[config.mk]
export PLATFORM = sky130hd
export DESIGN_NAME = linear_array_queue
export DESIGN_NICKNAME = d
export VERILOG_FILES = /design/src/sv/laq_pkg.sv /design/src/sv/laq_ctrl.sv /design/src/sv/laq_datapath.sv /design/src/sv/linear_array_queue.sv
export VERILOG_INCLUDE_DIRS = /design/src /design/src/sv
export SDC_FILE = /design/constraint.sdc
export NUM_CORES = 1
export LEC_CHECK = 0
export ABC_AREA = 1
export BUFFER_PORTS_ARGS = -buffer_cell sky130_fd_sc_hd__buf_2
export CORE_MARGIN = 1.5
export CORE_UTILIZATION = 49
export CTS_BUF_LIST = sky130_fd_sc_hd__clkbuf_4 sky130_fd_sc_hd__clkbuf_8
export DETAILED_ROUTE_END_ITERATION = 16
export PLACE_DENSITY = 0.65
export REMOVE_ABC_BUFFERS = 1
export SYNTH_ARGS = -nofsm -noshare
export SYNTH_HDL_FRONTEND = slang
export SYNTH_SLANG_ARGS = --single-unit
[constraint.sdc]
create_clock -name clk -period 8.6 [get_ports clk]
set_clock_uncertainty 0.1 [all_clocks]
set_input_delay 1.72 -clock clk [delete_from_list [all_inputs] [get_ports clk]]
set_output_delay 1.72 -clock clk [all_outputs]
set_load 0.1 [all_outputs]
[src/sv/assert_macros.svh]
// Assertion macros shared by the queue modules.
// Define NO_ASSERTIONS to compile them out; no other dependencies.
`ifndef ASSERT_MACROS_SVH
`define ASSERT_MACROS_SVH
`ifndef NO_ASSERTIONS
// Check prop at every rising edge of clk outside reset.
`define ASSERT_CLK(lbl, clk, rst, prop) \
  lbl: assert property (@(posedge clk) disable iff (rst) (prop)) \
    else $error("%m: check failed");
// Check that cond implies res in the following cycle.
`define ASSERT_NEXT(lbl, clk, rst, cond, res) \
  lbl: assert property (@(posedge clk) disable iff (rst) (cond) |=> (res)) \
    else $error("%m: check failed");
`else
`define ASSERT_CLK(lbl, clk, rst, prop)
`define ASSERT_NEXT(lbl, clk, rst, cond, res)
`endif
`endif

[src/sv/laq_pkg.sv]
// Shared types and constants for the linear array queue.
// No dependencies; used by every module of the block.
package laq_pkg;

  localparam int DATA_W    = 32;
  localparam int CAP_W     = 5;
  localparam int CNT_W     = 5;
  localparam int DEPTH_DEF = 16;
  localparam logic [CAP_W-1:0] CAP_RESET = 5'd16;

  typedef enum logic [1:0] {
    OP_ENQ       = 2'd0,
    OP_DEQ       = 2'd1,
    OP_PEEK_HEAD = 2'd2,
    OP_PEEK_TAIL = 2'd3
  } laq_op_t;

  typedef enum logic [1:0] {
    ST_OK        = 2'd0,
    ST_OVERFLOW  = 2'd1,
    ST_UNDERFLOW = 2'd2
  } laq_status_t;

  typedef enum logic [1:0] {
    S_IDLE,
    S_ACCESS,
    S_RESULT
  } laq_state_t;

  typedef struct packed {
    logic [1:0]               operation;
    logic signed [DATA_W-1:0] value;
  } laq_req_t;

  typedef struct packed {
    logic signed [DATA_W-1:0] data;
    logic [1:0]               status;
    logic [CNT_W-1:0]         count;
    logic                     is_empty;
    logic                     is_full;
  } laq_rsp_t;

  typedef struct packed {
    logic load;
    logic exec;
  } laq_cmd_t;

endpackage

[src/sv/laq_ctrl.sv]
// Controller for the linear array queue: sequences load, store access, result.
// Depends on laq_pkg and assert_macros.svh.
`include "assert_macros.svh"
module laq_ctrl (
  input  logic              clk,
  input  logic              rst,
  input  logic              req_valid,
  output logic              req_stall,
  output logic              rsp_valid,
  input  logic              rsp_stall,
  output laq_pkg::laq_cmd_t cmd
);

  laq_pkg::laq_state_t state;
  laq_pkg::laq_state_t state_next;

  always_ff @(posedge clk) begin
    if (rst) begin
      state <= laq_pkg::S_IDLE;
    end else begin
      state <= state_next;
    end
  end

  always_comb begin
    state_next = state;
    cmd        = '0;
    req_stall  = 1'b1;
    rsp_valid  = 1'b0;
    case (state)
      laq_pkg::S_IDLE: begin
        req_stall = 1'b0;
        if (req_valid) begin
          cmd.load   = 1'b1;
          state_next = laq_pkg::S_ACCESS;
        end
      end
      laq_pkg::S_ACCESS: begin
        cmd.exec   = 1'b1;
        state_next = laq_pkg::S_RESULT;
      end
      laq_pkg::S_RESULT: begin
        rsp_valid = 1'b1;
        // take the next item in the same edge the result leaves
        req_stall = rsp_stall;
        if (!rsp_stall) begin
          if (req_valid) begin
            cmd.load   = 1'b1;
            state_next = laq_pkg::S_ACCESS;
          end else begin
            state_next = laq_pkg::S_IDLE;
          end
        end
      end
      default: begin
        state_next = laq_pkg::S_IDLE;
      end
    endcase
  end

  `ASSERT_NEXT(a_load_then_exec, clk, rst, cmd.load, cmd.exec)
  `ASSERT_CLK(a_load_on_accept, clk, rst, cmd.load |-> (req_valid && !req_stall))
  `ASSERT_NEXT(a_result_held, clk, rst, rsp_valid && rsp_stall, rsp_valid)

endmodule

[src/sv/laq_datapath.sv]
// Datapath for the linear array queue: indices, capacity, store and result.
// Depends on laq_pkg and assert_macros.svh.
`include "assert_macros.svh"
module laq_datapath #(
  parameter int DEPTH = laq_pkg::DEPTH_DEF
) (
  input  logic                        clk,
  input  logic                        rst,
  input  laq_pkg::laq_cmd_t           cmd,
  input  laq_pkg::laq_req_t           req,
  input  logic                        cfg_write,
  input  logic [laq_pkg::CAP_W-1:0]   cfg_data,
  output laq_pkg::laq_rsp_t           rsp
);

  localparam int IDX_W = (DEPTH > 1) ? $clog2(DEPTH) : 1;
  localparam int EW    = (IDX_W + 1 > laq_pkg::CAP_W) ? IDX_W + 1 : laq_pkg::CAP_W;
  localparam logic [EW-1:0] DEPTH_E = EW'(DEPTH);

  logic [laq_pkg::DATA_W-1:0] store [DEPTH];

  logic [1:0]                 op;
  logic [laq_pkg::DATA_W-1:0] value;
  logic [IDX_W-1:0]           head_index;
  logic [IDX_W-1:0]           tail_index;
  logic                       holds_items;
  logic [laq_pkg::CAP_W-1:0]  capacity;
  logic [laq_pkg::DATA_W-1:0] rd_data;
  logic [1:0]                 res_status;
  logic [laq_pkg::CNT_W-1:0]  res_count;
  logic                       res_empty;
  logic                       res_full;

  logic [IDX_W-1:0] head_next;
  logic [IDX_W-1:0] tail_next;
  logic             holds_next;
  logic [1:0]       status_next;
  logic [EW-1:0]    cap_eff;
  logic [EW-1:0]    tail_inc;
  logic [EW-1:0]    tail_next_inc;
  logic [EW-1:0]    count_e;
  logic [IDX_W-1:0] rd_addr;
  logic [IDX_W-1:0] wr_addr;
  logic             wr_en;

  always_comb begin
    cap_eff = EW'(capacity);
    if (capacity == '0) begin
      cap_eff = EW'(1);
    end else if (EW'(capacity) > DEPTH_E) begin
      cap_eff = DEPTH_E;
    end
  end

  assign tail_inc = EW'(tail_index) + EW'(1);
  assign rd_addr  = (op == laq_pkg::OP_PEEK_TAIL) ? tail_index : head_index;

  always_comb begin
    head_next   = head_index;
    tail_next   = tail_index;
    holds_next  = holds_items;
    status_next = laq_pkg::ST_OK;
    wr_en       = 1'b0;
    wr_addr     = '0;
    if (op == laq_pkg::OP_ENQ) begin
      if (!holds_items) begin
        head_next  = '0;
        tail_next  = '0;
        holds_next = 1'b1;
        wr_en      = 1'b1;
      end else if (tail_inc < cap_eff) begin
        tail_next = tail_inc[IDX_W-1:0];
        wr_addr   = tail_inc[IDX_W-1:0];
        wr_en     = 1'b1;
      end else begin
        status_next = laq_pkg::ST_OVERFLOW;
      end
    end else if (!holds_items) begin
      status_next = laq_pkg::ST_UNDERFLOW;
    end else if (op == laq_pkg::OP_DEQ) begin
      // drained: rewind both indices
      if (head_index >= tail_index) begin
        head_next  = '0;
        tail_next  = '0;
        holds_next = 1'b0;
      end else begin
        head_next = head_index + IDX_W'(1);
      end
    end
  end

  assign tail_next_inc = EW'(tail_next) + EW'(1);
  assign count_e = holds_next ? (EW'(tail_next) - EW'(head_next) + EW'(1)) : '0;

  always_ff @(posedge clk) begin
    if (cmd.load) begin
      op    <= req.operation;
      value <= req.value;
    end
  end

  always_ff @(posedge clk) begin
    if (cmd.exec) begin
      if (wr_en) begin
        store[wr_addr] <= value;
      end
      rd_data <= store[rd_addr];
    end
  end

  always_ff @(posedge clk) begin
    if (cmd.exec) begin
      res_status <= status_next;
      res_count  <= count_e[laq_pkg::CNT_W-1:0];
      res_empty  <= !holds_next;
      res_full   <= holds_next && (tail_next_inc == cap_eff);
    end
  end

  always_ff @(posedge clk) begin
    if (rst) begin
      head_index  <= '0;
      tail_index  <= '0;
      holds_items <= 1'b0;
      capacity    <= laq_pkg::CAP_RESET;
    end else begin
      if (cmd.exec) begin
        head_index  <= head_next;
        tail_index  <= tail_next;
        holds_items <= holds_next;
      end
      if (cfg_write) begin
        capacity <= cfg_data;
      end
    end
  end

  always_comb begin
    rsp.status   = res_status;
    rsp.count    = res_count;
    rsp.is_empty = res_empty;
    rsp.is_full  = res_full;
    if (res_status == laq_pkg::ST_UNDERFLOW) begin
      rsp.data = '1;
    end else if (op == laq_pkg::OP_ENQ) begin
      rsp.data = '0;
    end else begin
      rsp.data = rd_data;
    end
  end

  `ASSERT_CLK(a_empty_rewound, clk, rst,
    !holds_items |-> (head_index == '0 && tail_index == '0))
  `ASSERT_CLK(a_head_not_past_tail, clk, rst, holds_items |-> head_index <= tail_index)
  `ASSERT_NEXT(a_enq_leaves_items, clk, rst, cmd.exec && op == laq_pkg::OP_ENQ, holds_items)

endmodule

[src/sv/linear_array_queue.sv]
// Top level of the linear array queue: controller plus datapath.
// Depends on laq_pkg, laq_ctrl and laq_datapath.
//
//   channel  signals                     carries
//   req      req_valid, req_stall, req   operation, value (laq_req_t)
//   rsp      rsp_valid, rsp_stall, rsp   data, status, count, flags (laq_rsp_t)
//   cfg      cfg_valid, cfg_ready, cfg_data   capacity register
//
// An item is accepted, reads or writes the store in the next cycle, and its
// result is shown in the cycle after that; no new item is taken before that
// result leaves.
// A new item is taken on the same edge that the previous result leaves.
// Synchronous reset empties the queue and sets capacity to 16; the store
// itself is not cleared and needs no clearing pass.
module linear_array_queue #(
  parameter int DEPTH = laq_pkg::DEPTH_DEF
) (
  input  logic                      clk,
  input  logic                      rst,
  input  logic                      req_valid,
  output logic                      req_stall,
  input  laq_pkg::laq_req_t         req,
  output logic                      rsp_valid,
  input  logic                      rsp_stall,
  output laq_pkg::laq_rsp_t         rsp,
  input  logic                      cfg_valid,
  output logic                      cfg_ready,
  input  logic [laq_pkg::CAP_W-1:0] cfg_data
);

  laq_pkg::laq_cmd_t cmd;

  assign cfg_ready = 1'b1;

  laq_ctrl u_ctrl (
    .clk       (clk),
    .rst       (rst),
    .req_valid (req_valid),
    .req_stall (req_stall),
    .rsp_valid (rsp_valid),
    .rsp_stall (rsp_stall),
    .cmd       (cmd)
  );

  laq_datapath #(
    .DEPTH (DEPTH)
  ) u_datapath (
    .clk       (clk),
    .rst       (rst),
    .cmd       (cmd),
    .req       (req),
    .cfg_write (cfg_valid && cfg_ready),
    .cfg_data  (cfg_data),
    .rsp       (rsp)
  );

endmodule
Yosys cells after proc, flatten, opt, wreduce, memory -nomap -nowiden
Memory sizes are Yosys's and may differ from the RTL's. A register that Yosys moved wholly into a read port is not among the register bits.
Index checks and enable logic that the tools add are counted.
- bits in registers: 59
- bits of input ports: 44
- memories: 1
- bits in writable memories: 512
- output and inout port bits: 44
- logic and storage cells: 77
- memories (name ; words ; width ; read ports ; clocked after memory_dff ; wr ports ; RTL line ; source):
    u_datapath.store ; 16 ; 32 ; 1 ; 1 ; 1 ; laq_datapath.sv:20 ; logic [laq_pkg::DATA_W-1:0] store [DEPTH];
- add/sub/neg operators: 5
- $lt $le $gt $ge: 3
- reductions and logical operators: 6
- equal/unequal tests: 8
- multiplexer cells: 43
- operators by type and width (cell ; number):
    $mux 32 ; 2
    $mux 4 ; 15
    $mux 1 ; 16
    $add 4x1->5 const B ; 2
    $mux 2 ; 5
    $mux 5 ; 2
    $eq 2x2->1 const B ; 3
    $pmux 2 s3 ; 1
    $add 5x1->5 const B ; 1
    $eq 5x5->1 ; 1
    $gt 5x5->1 const B ; 1
    $logic_not 5->1 ; 1
    $lt 5x5->1 ; 1
    $sub 4x4->5 ; 1
    $add 4x1->4 const B ; 1
    $eq 2x1->1 const B ; 2
    $ge 4x4->1 ; 1
    $logic_not 2->1 ; 2
    $ne 2x2->1 const B ; 2
    $pmux 1 s2 ; 2
    $reduce_and 2->1 ; 1
    $logic_and 1x1->1 ; 1
    $logic_not 1->1 ; 1

Depth between registers and ports, before layout
Gate-level depths: netlist of run 1.
- depth in word-level cells: 10
- gate-level depth with buffers: 21
- depth with buffers taken out: 21

Hierarchy
From an unflattened synthesis of run 1, not the netlist that was laid out.
- cells, all modules: 1788
- area, all modules: 23981.8 um^2
- modules (own cells, without submodules) (module ; area an instance (um^2) ; times used ; cells each ; sequential area each (um^2)):
    laq_datapath ; 23861.6 ; 1 ; 1769 ; 17907.2
    laq_ctrl ; 108.9 ; 1 ; 17 ; 40.0
    linear_array_queue ; 11.3 ; 1 ; 2 ; 0.0

Worst setup path after synthesis of run 1
No wires, ideal clock.
- kind: reg-to-reg
- start point: register u_ctrl.state[0]
- end point: memory u_datapath.store[10][0] (netlist name), enable pin
- buffers on the path: 0
- arrival: 4.324 ns
- required time: 8.079 ns
- slack: 3.755 ns
- cell stages (with the launch flop): 7
- clock period less this slack: 4.845 ns
- setup time: 0.421 ns
- path through: dfxtp_1 > inv_1 > nor2_1 > o211ai_1 > nor2_1 > nand2_1 > nor2_1
- cells in the longest elaborated chain, start to end: 4
- ends and longest elaborated chain (item ; RTL line ; source):
    start: declaration ; laq_ctrl.sv:14 ; laq_pkg::laq_state_t state;
    start signal: assignment ; laq_ctrl.sv:19 ; state <= laq_pkg::S_IDLE;
    start signal: assignment ; laq_ctrl.sv:21 ; state <= state_next;
    $eq 2x1->1 ; laq_ctrl.sv:30 ; case (state)
    $mux 1 ; laq_ctrl.sv:30 ;
    $mux 1 ; laq_datapath.sv:103 ; if (cmd.exec) begin
    $mux 1 (implied by the code) ; laq_datapath.sv:105 ; store[wr_addr] <= value;
    end: declaration ; laq_datapath.sv:20 ;
No other way between the ends.

==> impl_metrics.tcl, run 1 <==
set metrics [dict create \
    status "finished clean" \
    cts.clk_slew.worst_paths_ns 0.06 \
    max_slew_margin_pct 18.7 \
    drive_above_1_share_pct 15.4 \
    portBuffers 86 \
    setup_ws_ns 4.13 \
    dieArea_mm2 0.0504 \
    cpMostUsedCell "nand2_1" \
    path_buf_inv 2 \
    diodes 0 \
    post-dp-hpwl_um 27200 \
    crit_chain "nor2_4 > inv_4 > nand2_1 > nand2_1 > buf_2" \
    route.detailed.drc 0 \
    synth.distinct_cells 41 \
    met3_usage_pct 4.62 \
    power_frac_seq_pct 53.0 \
    postRouteAntennaNets 0 \
    initial_core_util_pct 50.0 \
    cts_root_buf "clkbuf_8" \
    cts_sinks 603 \
    synth-seq-cells 603 \
    critPathTopFamily "buffers and inverters" \
    fmax_ghz 0.224 \
    power_switching_w 0.00158 \
    setup_viol 0 \
    nets 1965 \
    synthFlopType "edfxtp_1" \
    start_kind "register" \
    path_depth 5 \
    finalMaxSlewViolations 0 \
    cts-resized-gates 0 \
    holdBufCountCts 0 \
    grt_setup_unrepaired "no" \
    track_usage_pct 23.3 \
    gr-total-overflow 0 \
    cts_tree "done" \
    holdPathStages 2 \
    power_w 0.00627 \
    dr.first_iter.drc_count 1745 \
    core_mm2 0.0480 \
    clock_latency_ns 0.68 \
    power.density_mw_per_mm2 233 \
    syn_inst 1803 \
    cap_violations 0 \
    place_congestion 0.818 \
    yosys.area.top_type "edfxtp_1" \
    pwr-share-comb_pct 9.0 \
    dr.pass1.iters 5 \
    use_met2_pct 35.8 \
    reg2reg_depth 16 \
    p_int_w 0.00470 \
    ys_seq_area_share_pct 74.6 \
    power_frac_clock_pct 38.0 \
    areaGrowthSynthToFinish_pct 12.0 \
    htree_levels 3 \
    synth_top_area_share_pct 73.3 \
    cpMaxStageDelayCell "inv_4" \
    cts_setup_buffers 0 \
    rows 80 \
    r2r_slack_ns 4.37 \
    yosys-top-cells-area "edfxtp_1, nor2_1, o21ai_0, o221ai_1, nand2_1" \
    switching_share_pct 25.1 \
    grt_max_degree 258 \
    synth-async-reset-ratio_pct 0 \
    clk_path_buf_depth 3 \
    ios 88 \
    period_share_pct 52.0 \
    antenna_found_initial 0 \
    route.final.wire_length_um 57800 \
    critical_path_class "register to output pin" \
    synth_common_cells "edfxtp_1, nor2_1, o21ai_0" \
    use_met1_pct 33.4 \
    yosys_warnings 0 \
    die-height_um 225 \
    synth_edf_count 587 \
    worstHoldPathType "register to register" \
    mappedNetlistArea_mm2 0.0240 \
    cp_slowest_stage_delay_ns 0.56 \
    crit_path_end_kind "output pin" \
    ir_worst_vdd_mv 0.126 \
    tightest_slew_ns 1.22 \
    cts_buffers 97 \
    hold_viol 0 \
    avgRoutedWirePerCell_um 22.3 \
    tns_ns 0 \
    grt_first_pass_wirelength_um 87200 \
    die_x_um 225 \
    vias_per_cell 5.84 \
    whs_ns 0.381 \
    power_leakage_nw 9.15 \
    dp_worst_setup_slack_ns 4.27 \
    grt_pass1_vias 14600 \
    fillers 3904 \
    synthMostInstantiatedCell "edfxtp_1" \
    path_max_fanout 41 \
    worst_ep_required_time_ns 6.78 \
    min_period_ns 4.47 \
    vias 15100 \
    synth_area_per_cell_um2 13.3 \
    top_usage_layer "met2" \
    final_core_util_pct 56.1 \
    cp.arrival_ns 2.65 \
]
[stage by stage]
step,std cells,cell area (µm²)
2_1_floorplan,1688,23500
3_5_place_dp,2417,25100
3_3_place_gp,2417,25100
4_1_cts,2588,26900
6_report,2588,26900
5_1_grt,2588,26900
[kinds of logic after synthesis]
kind of cell	Yosys count	share of synthesized area, %
fa+ha+maj	20	1.07
xor+xnor	4	0.146
flops	603	74.6
simple gates	521	8.74
other cells	1	0.0156
compound gates	471	11.9
buf+inv	183	3.47
[worst paths after layout]
| path | from | endpoint |
|---|---|---|
| max | u_datapath.op[1] | rsp[25] |
| min | u_datapath.capacity[0] | u_datapath.capacity[0] |
| max reg2reg | u_datapath.tail_index[0] | u_datapath.store[11][22] |
| min reg2reg | u_datapath.capacity[0] | u_datapath.capacity[0] |
[cell usage in the layout, fill, tap and decap left out, types with 24 or more instances in the layout]
| cell type | Yosys | layout |
|---|---|---|
| o211ai_1 | 39 | 39 |
| clkinv_1 | 1 | 24 |
| nand3_1 | 48 | 48 |
| o221ai_1 | 91 | 91 |
| clkbuf_8 | 0 | 99 |
| nor2_1 | 308 | 290 |
| nand2_1 | 145 | 144 |
| o22ai_1 | 38 | 38 |
| buf_2 | 70 | 86 |
| edfxtp_1 | 587 | 587 |
| buf_4 | 8 | 27 |
| clkbuf_4 | 0 | 34 |
| o21ai_0 | 220 | 220 |
| inv_1 | 61 | 61 |
| o21ai_1 | 60 | 59 |
[layout make-up]
| type | count | area, µm² | share of cell area [%] |
|---|---|---|---|
| clock inverter | 38 | 249 | 0.925 |
| multi-input combinational | 1017 | 5430 | 20.2 |
| timing repair buffer | 114 | 653 | 2.43 |
| tap | 615 | 769 | 2.86 |
| clock buffer | 133 | 1620 | 6.01 |
| sequential | 603 | 17900 | 66.6 |
| inverter | 68 | 264 | 0.980 |
[power by group through the flow]
stage | registers, W | logic (W) | clock network (W)
4_1_cts | 0.00332 | 0.000567 | 0.00243
3_3_place_gp | 0.00338 | 0.000554 | 0
2_1_floorplan | 0.00338 | 0.000396 | 0
6_report | 0.00332 | 0.000566 | 0.00238
5_1_grt | 0.00333 | 0.000621 | 0.00256
3_5_place_dp | 0.00338 | 0.000566 | 0
[flip-flops by register name, indices dropped and copies added (netlist names)]
signal                  flops
u_datapath.store          512
u_datapath.rd_data         32
u_datapath.value           32
u_datapath.capacity         5
u_datapath.res_count        5
u_datapath.head_index       4
u_datapath.tail_index       4
u_ctrl.state                2
u_datapath.op               2
u_datapath.res_status       2
u_datapath.holds_items      1
u_datapath.res_empty        1
u_datapath.res_full         1
[routing by layer]
metal,wire (µm),vias to the layer above
met4,1420,0
met3,4340,105
met1,25500,7463
met5,0,-
met2,26600,608
li1,-,6926
[worst register-to-register path: stages, from the launching register on]
cell	delay, ns
dfxtp_1	0.45
ha_1	0.23
xor2_1	0.24
ha_1	0.29
a21oi_1	0.13
nor2_1	0.05
nor2_1	0.25
nand2_2	0.16
inv_1	0.13
ha_1	0.19
inv_1	0.05
nor2_1	0.17
inv_1	0.10
nor2_1	0.14
inv_1	0.12
nor2_4	0.61
buf_4	0.49
(Power assumes the default switching activity.)
==> inputs of run 2 (changes only) <==
PLACE_DENSITY = 0.68   (was 0.65)
clock period = 3.7 ns   (was 8.6 ns; I/O delays follow)
==> run 2 against run 1 <==
Effect of this change:
- combinational power is 140% higher
- clock power up 140%
- sequential share of layout area down 1.3 points
- critical path depth rose by 13
- core utilization is 1.1 points higher
- count of clock-buffer cells in the layout shrank 7
- global-route usage fell by 0.47 points
- final area rose by 2.0%
- cell count grew 1.3%
- critical endpoint is now u_datapath.res_count[3]
- worst hold slack got worse by 0.26 ns
- wire length down 1.7%
==> impl_metrics.tcl, run 2 (same netlist as run 1, synthesis figures left out) <==
set metrics [dict create \
    finalMaxSlewViolations 0 \
    power_switching_w 0.00371 \
    nets 1992 \
    portBuffers 86 \
    worstHoldPathType "input pin to register" \
    diodes 0 \
    cp.arrival_ns 3.81 \
    power.density_mw_per_mm2 541 \
    max_slew_margin_pct 28.0 \
    crit_path_end_kind "register" \
    dr.first_iter.drc_count 1741 \
    tns_ns 0 \
    cap_violations 0 \
    route.detailed.drc 0 \
    vias_per_cell 5.85 \
    route.final.wire_length_um 56800 \
    initial_core_util_pct 50.0 \
    grt_max_degree 157 \
    setup_ws_ns 0.198 \
    layout_common_cells "edfxtp_1, nor2_1, o21ai_0, nand2_1, clkbuf_8" \
    rows 80 \
    core_mm2 0.0480 \
    htree_levels 3 \
    cts.clk_slew.worst_paths_ns 0.06 \
    power_leakage_nw 9.40 \
    worst_ep_required_time_ns 4.00 \
    areaGrowthSynthToFinish_pct 14.2 \
    drive_above_1_share_pct 17.0 \
    r2r_slack_ns 0.20 \
    cts_root_buf "clkbuf_8" \
    avgRoutedWirePerCell_um 21.7 \
    clock_latency_ns 0.68 \
    path_max_fanout 5 \
    largest_reg_flops 512 \
    grt_pass1_vias 14800 \
    ir_worst_vdd_mv 0.301 \
    antenna_found_initial 0 \
    die_x_um 225 \
    dieArea_mm2 0.0504 \
    post-dp-hpwl_um 28700 \
    track_usage_pct 22.8 \
    switching_share_pct 24.9 \
    power_frac_seq_pct 52.0 \
    critical_path_class "register to register" \
    hold_viol 0 \
    top_register "u_datapath.store" \
    tightest_slew_ns 1.08 \
    power_frac_clock_pct 38.9 \
    fmax_ghz 0.286 \
    period_share_pct 94.7 \
    die-height_um 225 \
    reg_top3 "u_datapath.store (512), u_datapath.rd_data (32), u_datapath.value (32)" \
    clk_path_buf_depth 3 \
    start_kind "register" \
    pwr-share-comb_pct 9.2 \
    holdBufCountCts 0 \
    cts_buffers 97 \
    status "finished clean" \
    ios 88 \
    place_congestion 0.869 \
    postRouteAntennaNets 0 \
    vias 15300 \
    gr-total-overflow 0 \
    cts_tree "done" \
    fillers 3763 \
    grt_first_pass_wirelength_um 86200 \
    setup_viol 0 \
    p_int_w 0.0112 \
    cts_sinks 603 \
    dr.pass1.iters 8 \
    dp_worst_setup_slack_ns 0.00746 \
    final_common_cell "edfxtp_1" \
    min_period_ns 3.50 \
]
[run 2: worst paths after layout]
check / start / to / cells past startpoint
worst max register to register: u_datapath.tail_index[0] / u_datapath.res_count[3] / 18
worst min-delay path: req[0] / u_datapath.value[0] / 1
worst max-delay path: u_datapath.tail_index[0] / u_datapath.res_count[3] / 18
worst min register to register: u_datapath.capacity[0] / u_datapath.capacity[0] / 2
[run 2: metal layers]
layer / part of all wire (%) / GRT usage (%)
met5: 0 / 0
met1: 43 / 31.6
met3: 7.5 / 4.39
met2: 47 / 35.8
met4: 3.0 / 9.09
[run 2: final cells by class]
| cell class | instances | area [µm²] | share of cell area, % |
|---|---|---|---|
| clock inverters | 51 | 407 | 1.48 |
| well taps | 615 | 769 | 2.80 |
| inverters | 68 | 264 | 0.961 |
| repair buffers | 141 | 1060 | 3.85 |
| flip-flops and latches | 603 | 17900 | 65.3 |
| clock buffers | 126 | 1570 | 5.70 |
| multi-input cells | 1017 | 5460 | 19.9 |
[run 2: per-stage QoR]
| step | instances | cell area, µm² | total power (W) | hold WS [ns] | util [%] |
|---|---|---|---|---|---|
| 5_1_grt | 2621 | 27500 | 0.0154 | 0.0842 | 57.2 |
| 6_report | 2621 | 27500 | 0.0149 | 0.121 | 57.2 |
| 3_5_place_dp | 2438 | 25400 | 0.00922 | 0.383 | 52.9 |
| 2_1_floorplan | 1688 | 23500 | 0.00879 | 0.344 | - |
| 4_1_cts | 2615 | 27400 | 0.0150 | 0.0775 | 57.0 |
| 3_3_place_gp | 2438 | 25400 | 0.00919 | 0.372 | 52.9 |
[run 2: what timing repair did]
item | CTS | global route
pin swaps | 0 | 3
setup buffers | 0 | 6
gates cloned | 0 | 0
endpoints found under the setup margin | 1 | 58
endpoints found under the hold margin | 0 | 0
resized for setup | 1 | 10
[run 2: critical path, cell delays in order, from the launching register on]
cell and delay, ns:
dfxtp_1 0.34, buf_4 0.14, nand3_1 0.12, xor2_2 0.18, ha_1 0.28, nand2_1 0.06
nor2_1 0.11, nand2_2 0.10, nand2_2 0.12, inv_2 0.05, ha_1 0.26, or2_1 0.26
nand2_2 0.10, ha_1 0.15, ha_1 0.16, inv_1 0.06, fa_1 0.42, xor2_1 0.14
nor2_1 0.06
[run 2: power groups by stage]
stage                     Combinational (W)  Sequential, W  Clock, W
after floorplan                    0.000920        0.00787         0
after global placement              0.00133        0.00786         0
after detailed placement            0.00135        0.00787         0
after CTS                           0.00135        0.00773   0.00587
after global routing                0.00149        0.00774   0.00617
final                               0.00136        0.00773   0.00578
==> inputs of run 3 (changes only) <==
ABC_AREA = unset   (was 1)
==> run 3 against run 2 <==
Effect of this change:
- first-iteration DRC count fell by 36%
- global-route usage down 1.8 points
- non-clock buffer count rose by 21
- critical path depth is 2 lower
- fmax fell by 1.3%
- die area down 1.4%
- via count down 21%
- count of clock-buffer cells in the layout up 3
- area after synthesis decreased by 1.5%
- critical endpoint is now u_datapath.res_count[4]
- largest power group unchanged
- highest routed layer unchanged
==> impl_metrics.tcl, run 3 <==
set metrics [dict create \
    status "finished clean" \
    crit_path_end_kind "register" \
    period_share_pct 95.9 \
    portBuffers 86 \
    power_w 0.0145 \
    route.detailed.drc 0 \
    r2r_slack_ns 0.15 \
    grt_first_pass_wirelength_um 75900 \
    largest_reg_flops 512 \
    place_congestion 0.858 \
    cts_tree "done" \
    reg_top3 "u_datapath.store (512), u_datapath.rd_data (32), u_datapath.value (32)" \
    fmax_ghz 0.282 \
    synth_edf_count 587 \
    areaGrowthSynthToFinish_pct 16.2 \
    synthMostInstantiatedCell "edfxtp_1" \
    final_cells 2083 \
    tightest_slew_ns 0.847 \
    diodes 0 \
    synth_top_area_share_pct 74.4 \
    clock_latency_ns 0.69 \
    gr-total-overflow 0 \
    mappedNetlistArea_mm2 0.0237 \
    cts_setup_buffers 0 \
    grt_max_degree 65 \
    layout_common_cells "edfxtp_1, mux4_2, clkbuf_8, buf_2, nand2_1" \
    initial_core_util_pct 49.6 \
    start_kind "register" \
    ir_worst_vdd_mv 0.311 \
    route.final.wire_length_um 50800 \
    dr.first_iter.drc_count 1107 \
    cp.arrival_ns 3.86 \
    yosys.area.top_type "edfxtp_1" \
    critical_path_class "register to register" \
    post-dp-hpwl_um 28300 \
    track_usage_pct 21.0 \
    postRouteAntennaNets 0 \
    cap_violations 0 \
    yosys_warnings 0 \
    reg2reg_to "u_datapath.res_count[4]" \
    avgRoutedWirePerCell_um 24.4 \
    grt_pass1_vias 12300 \
    reg2reg_depth 16 \
    synth-async-reset-ratio_pct 0 \
    min_period_ns 3.55 \
    antenna_found_initial 0 \
    synth-seq-cells 603 \
    ys_seq_area_share_pct 75.7 \
    worstHoldPathType "input pin to register" \
    die-height_um 223 \
    dp.cells 1911 \
    vias_per_cell 5.79 \
    cts_sinks 603 \
    hold_path_end "u_datapath.value[3]" \
    ios 88 \
    holdPathStages 1 \
    synthFlopType "edfxtp_1" \
    cts.clk_slew.worst_paths_ns 0.06 \
    cts_buffers 96 \
    htree_levels 3 \
    die_x_um 223 \
    core_mm2 0.0477 \
    nets 1458 \
    r2r_start "u_datapath.tail_index[0]" \
    top_register "u_datapath.store" \
    setup_viol 0 \
    synth_common_cells "edfxtp_1, mux4_2, nand2_1" \
    yosys-top-cells-area "edfxtp_1, mux4_2, dfxtp_1, a211oi_1, nand2_1" \
    finalMaxSlewViolations 0 \
    syn_inst 1199 \
    rows 80 \
    path_max_fanout 4 \
    cts_root_buf "clkbuf_8" \
    holdBufCountCts 0 \
    hold_viol 0 \
    clk_path_buf_depth 3 \
    power.density_mw_per_mm2 526 \
    max_slew_margin_pct 43.6 \
    synth.distinct_cells 48 \
    power_leakage_nw 9.36 \
    worst_ep_required_time_ns 4.02 \
    final_common_cell "edfxtp_1" \
    min-delay-start "req[3]" \
    drive_above_1_share_pct 33.3 \
    vias 12100 \
    dieArea_mm2 0.0497 \
    dr.pass1.iters 5 \
    synth_area_per_cell_um2 19.8 \
]
==> run 3: cell types whose count changed in the layout (fill, tap and decap cells not counted), sizes merged, moves of 22 or more <==
cell and delta:
o21ai -274, mux4 +128, o221ai -91, buf +22, and2 +35, nand2 -69
nand3 -41, a211oi +43, inv -47, o22ai -38, nor2 -264, a21o +38
o211ai -37, a31oi +32
==> run 3: timing repair <==
item	4_1_cts	5_1_grt
endpoints found under the hold margin	0	0
setup endpoints to repair	1	87
gates resized for setup	1	20
pin swaps	0	4
==> run 3: kinds of logic after synthesis <==
logic type,Yosys count,share of synthesized area [%]
xor gates and xnor gates,7,0.290
muxes,138,12.6
AOI/OAI and AO/OA,146,4.47
adders and majority gates,20,1.09
buffers and inverters,85,1.87
other,1,0.0158
and+or+nand+nor,199,3.94
DFF,603,75.7
==> run 3: worst max-delay path by stage <==
stage | from | endpoint | slack, ns | cells past startpoint
global placement | u_datapath.tail_index[0] | u_datapath.res_count[3] | 0.12 | 18
detailed placement | u_datapath.tail_index[0] | u_datapath.res_count[3] | 0.005 | 18
global route | u_datapath.tail_index[0] | u_datapath.res_count[3] | -0.02 | 18
finish | u_datapath.tail_index[0] | u_datapath.res_count[4] | 0.15 | 16
CTS | u_datapath.tail_index[0] | u_datapath.res_count[3] | 0.01 | 18
floorplan | u_datapath.op[0] | u_datapath.rd_data[0] | -10.29 | 6
==> run 3: routing by layer <==
layer | GRT usage [%] | routed length [µm]
met5 | 0 | 0
met4 | 6.80 | 1210
met3 | 4.66 | 3130
met2 | 33.5 | 24600
met1 | 29.1 | 21800
==> run 3: cell type report <==
class	instances	area [µm²]
clock buffer	129	1580
clock inverter	43	323
fill	3509	20200
inverter	20	75.1
multi-input combinational	511	5550
sequential	603	18000
tap	615	769
timing repair buffer	162	1280
==> run 3: critical path: stages, from the launching register on <==
cell and delay [ns]:
dfxtp_4 0.38, ha_4 0.16, inv_1 0.06, nor3_2 0.17, ha_1 0.28, nand2_1 0.12
nor2_1 0.07, buf_4 0.15, a211o_1 0.27, a211oi_2 0.27, inv_1 0.10, ha_1 0.31
ha_1 0.29, a21o_1 0.18, a21oi_1 0.16, xnor2_1 0.14, nor2_1 0.05
==> run 3: metrics by stage <==
stage                     setup slack [ns]  hold WS [ns]  cell area, µm²  utilization (%)  setup TNS (ns)
final                                0.152         0.114           27500             57.7               0
after global routing               -0.0163        0.0625           27500             57.7         -0.0189
after CTS                           0.0101        0.0540           27500             57.5               0
after detailed placement           0.00457         0.422           25600             53.5               0
after global placement               0.122         0.424           25600             53.5               0
after floorplan                     -10.29         0.404           23300                -        -1313.14
==> run 3: power breakdown <==
part / total, W / switching, W / internal (W) / leakage, nW
Clock: 0.00559 / 0.00254 / 0.00306 / 1.00
Sequential: 0.00772 / 0.000114 / 0.00761 / 5.44
Combinational: 0.00117 / 0.000740 / 0.000431 / 2.92
Total: 0.0145 / 0.00339 / 0.0111 / 9.36
